==> src/rtl/core/btk_pkg.sv <==
// Shared types and codes for the bounded top-k selection unit.
// No dependencies; imported by btk_cell and bounded_topk_max_heap_unit.
package btk_pkg;

    localparam int KEY_W  = 64;
    localparam int DIST_W = 32;
    localparam int IDX_W  = 32;
    localparam int FUNC_W = 2;
    localparam int CFG_W  = 7;

    // Request kinds carried on s_tuser.
    localparam logic [FUNC_W-1:0] FUNC_INSERT = 2'd0;
    localparam logic [FUNC_W-1:0] FUNC_DRAIN  = 2'd1;
    localparam logic [FUNC_W-1:0] FUNC_CLEAR  = 2'd2;

    // Key layout: distance in the high half, index in the low half, so that
    // one unsigned compare orders by distance and then by index.
    typedef logic [KEY_W-1:0] key_t;

    typedef enum logic [1:0] {
        CELL_HOLD,
        CELL_INSERT,
        CELL_ROTATE
    } cell_op_t;

    typedef struct packed {
        cell_op_t op;
        key_t     key;
    } cell_ctrl_t;

    typedef enum logic {
        ST_IDLE,
        ST_DRAIN
    } state_t;

endpackage

==> src/rtl/core/btk_cell.sv <==
// One cell of the sorted chain: holds one key and exchanges it with its neighbors.
// Depends on btk_pkg.
module btk_cell
    import btk_pkg::*;
(
    input  logic       clk,
    input  cell_ctrl_t ctrl,
    input  logic       occupied,
    input  logic       is_tail,
    input  logic       left_ins,
    input  key_t       left_key,
    input  key_t       right_key,
    input  key_t       head_key,
    output logic       ins,
    output key_t       key
);

    key_t key_reg;
    key_t key_next;

    assign ins = !occupied || (ctrl.key < key_reg);
    assign key = key_reg;

    always_comb
    begin
        key_next = key_reg;
        unique case (ctrl.op)
            CELL_INSERT:
            begin
                if (ins)
                begin
                    key_next = left_ins ? left_key : ctrl.key;
                end
            end
            CELL_ROTATE:
            begin
                key_next = is_tail ? head_key : right_key;
            end
            default:
            begin
                key_next = key_reg;
            end
        endcase
    end

    always_ff @(posedge clk)
    begin
        key_reg <= key_next;
    end

endmodule
==> config.mk <==
export PLATFORM = sky130hd
export DESIGN_NAME = btk_cell
export DESIGN_NICKNAME = d
export VERILOG_FILES = /design/src/rtl/core/btk_pkg.sv /design/src/rtl/core/btk_cell.sv
export SDC_FILE = /design/constraint.sdc
export NUM_CORES = 1
export LEC_CHECK = 0
export BUFFER_PORTS_ARGS = -buffer_cell sky130_fd_sc_hd__buf_4
export CORE_ASPECT_RATIO = 1.2
export CORE_MARGIN = 4
export CORE_UTILIZATION = 25
export CTS_CLUSTER_DIAMETER = 30
export DETAILED_ROUTE_END_ITERATION = 10
export HOLD_SLACK_MARGIN = 0.03
export PLACE_DENSITY = 0.56
export SETUP_SLACK_MARGIN = 0.2
export SYNTH_ARGS = -nofsm -noshare
export SYNTH_HDL_FRONTEND = slang
export SYNTH_SLANG_ARGS = --single-unit
==> constraint.sdc <==
create_clock -name clk -period 15 [get_ports clk]
set_input_delay 3 -clock clk [delete_from_list [all_inputs] [get_ports clk]]
set_output_delay 3 -clock clk [all_outputs]
set_load 0.02 [all_outputs]
==> metrics <==
critical path class input pin to output port; Sw Ratio 32.05%; worst endpoint data arrival time slightly above 5000 ps; Reg clk slew, reported paths 60 ps; io pins roughly 330; clock buffer depth 2; Final Critical Period just over 8000 ps; number of flip-flops in the largest register between 60 and 70; Die Ht 170.9 µm; post-CTS sizing 0; total CTS buffers 9; Post-layout nets between 1000 and 1500; met1 Usage GRT a little under a fifth; ANT nets after route 0; Slew @ Worst Pin 945.7 ps; met3 Resource Use GR under 10%; DR iter-0 viols 120; largest net degree at the start of global routing 75; switching pwr 0.2124 mW; gr usage total between 15 and 20%; crit-path cells buf_4, ha_1, a21oi_1, o21ai_0, a2111oi_0, nand3_1, a311oi_1, nor2_1, o21ai_0, buf_4; Clock power frac 29.2%; Post-Route WL 19970 µm; Crit. Startpoint ctrl[31]; launch point of the worst reg-to-reg path key[31]; first-pass GRT wire length 29500 µm; multi-input logic area roughly 3300 µm²; mapped cell area 5528 µm²; CTS root buf clkbuf_16; leakage around 4.1 nW; fin. max-slew vios 0; GRT busiest layer met2; RD Place Congestion around 0.77; FF-to-FF End key[25]; Yosys cell types 34; Reg2Reg Setup Slack roughly 12000 ps; vias in the first global route 5487; Gate Count Post-Synth slightly below 600; FF+latch count, synth 64; Seq/Total Area, Yosys a little over a third; IR Drop Worst-Case VDD 45.58 µV; Starting Density about a quarter; critical path depth 10; Logic pwr share around 36%; CTS Sinks 64; pwr dens approximately 78 nW/µm²; Initial DRT Pass Iterations 6; CP max FO 3; setup TNS 0 ps; Post-CTS Setup Bufs 0; Startpoint Class input pin; setup violators final 0; std cell rows 59; Core Area 21700 µm²; sequential power share between 30% and 40%; Critical path destination ins; critical hold path startpoint key[62]; R2R depth 10; Seq. cell area roughly 1900 µm²; Syn Nets between 900 and 1000; crit end category output port; CP Buf/Inv Count 2; Worst slew margin about 37%; PortBufs 326; initial antenna violation count 1; fin crit share ~55%; Diodes inserted 0; Die Span X about 140 µm; RSZ-0062 raised after global routing no; via count 5482; proportion of layout cells with a drive suffix above 1 ~39%; f_max between 0.1 and 0.15 GHz; GR Util met2 between 20% and 30%; cell family with the largest share of critical-path delay compound AO/OA/AOI/OAI gates; H-Tree Depth 3; Slowest cell on crit path a2111oi_0; Die Footprint roughly 25000 µm²; Fill cells about 2300; Post-CTS Hold Buffers 0; synthesized area per cell approximately 9.4 µm²; Pint 0.4504 mW; routed via count divided by cell count roughly 4.7; Ys Warns 0; max cap viols 0; Detail Placement HPWL roughly 16000 µm; CTS tree yes; Final Util 39.19%; Hold Path Class register to register; drt drc 0; CP max stage delay between 400 and 500 ps; clock skew ~8.7 ps; GR Overflow Total 0; later-pin clock latency in the skew report 340 ps; Avg WL per Cell between 15 and 20 µm; synthesis-to-finish area growth 53.87%; worst path required time 12000 ps; Hold Violations, Final 0; status finished, final reports clean
[tightest hold or removal path, stage by stage, from the launching register on]
cell	delay (ps)
edfxtp_1	400
inv_1	70
ha_1	130
a311o_1	250
o31ai_4	80
buf_4	410
[per-stage QoR]
step           hold WS [ps]  setup WS (ps)  power (mW)  std cells  cell area [µm²]
5_1_grt                1748           6558      0.7112       1171             8506
6_report               1644           6808      0.6628       1171             8506
4_1_cts                1675           6764      0.6791       1171             8506
3_5_place_dp           1664           6775      0.4776       1155             8240
3_3_place_gp           1648           6856      0.4749       1155             8240
2_1_floorplan          1906           7093      0.3596        585             5528
[how the worst min path moves through the flow]
stage	endpoint	cells after the start
floorplan	key[0]	4
global placement	key[0]	5
detailed placement	key[0]	5
CTS	key[0]	5
global route	key[0]	5
finish	key[58]	5
[cell families after synthesis]
family	Yosys count	share of synthesized area (%)
buffers and inverters	98	6.655
multiplexers	64	11.59
flip-flops	64	34.77
AO/OA/AOI/OAI	183	21.07
AND/OR/NAND/NOR	113	11.66
adder cells (fa/ha/maj)	63	14.26
[Yosys cell counts, drive strengths merged]
cell     number  area (µm²)
ha           63       788.3
a22o          1       8.760
o211ai        2       15.01
mux2i        64       640.6
nor2         11       41.29
a211oi       65       488.0
o21ai        10       50.05
and4          1       8.760
a311o         1       10.01
nand2        16       60.06
or4           1       7.510
nor2b        66       412.9
o21a          2       15.01
nand4         7       43.79
nor3b         1       7.510
a21o          5       37.54
clkbuf       26       97.59
inv          63       236.5
edfxtp       64        1922
a211o         1       8.760
o31ai         2       20.02
buf           9       33.78
nand3         6       30.03
nor4          2       12.51
nand2b        2       20.02
a2111oi       2       36.29
a21oi        88       440.4
a221oi        1       8.760
a41oi         1       8.760
o41ai         1       8.760
a311oi        1       8.760
[cell usage in the layout, fill, tap and decap left out, drive strengths merged]
master    instances
a311oi            1
buf             331
nand2            16
o211ai            2
clkbuf           10
clkinv            3
nand2b            2
nand3             6
a211oi           65
a211o             1
clkinvlp          3
a41oi             1
a221oi            1
o31ai             2
and4              1
or4               1
nor2b            66
a2111oi           2
nor3b             1
a21o              5
inv              63
nand4             7
o21ai            10
a311o             1
a22o              1
o41ai             1
ha               63
a21oi            88
edfxtp           64
nor2             11
o21a              2
nor4              2
mux2i            64
[power by group through the flow]
stage | sequential (mW) | clock [mW] | combinational [mW]
final | 0.234 | 0.194 | 0.235
after global routing | 0.237 | 0.212 | 0.262
after CTS | 0.234 | 0.204 | 0.241
after detailed placement | 0.238 | 0 | 0.240
after global placement | 0.237 | 0 | 0.238
after floorplan | 0.261 | 0 | 0.0987
[layer usage]
metal | share of wire, % | up-vias
li1 | - | 2785
met1 | 39 | 2483
met2 | 51 | 197
met3 | 8.3 | 15
met4 | 1.1 | 2
met5 | 0.065 | -
[area by class of cell]
class,instances,share of cell area (%)
clock inverters,6,0.4266
flip-flops and latches,64,22.59
multi-input cells,423,38.26
clock buffers,10,2.692
repair buffers,331,29.21
well taps,274,4.031
inverters,63,2.780
Power figures use the tool's default switching activity.
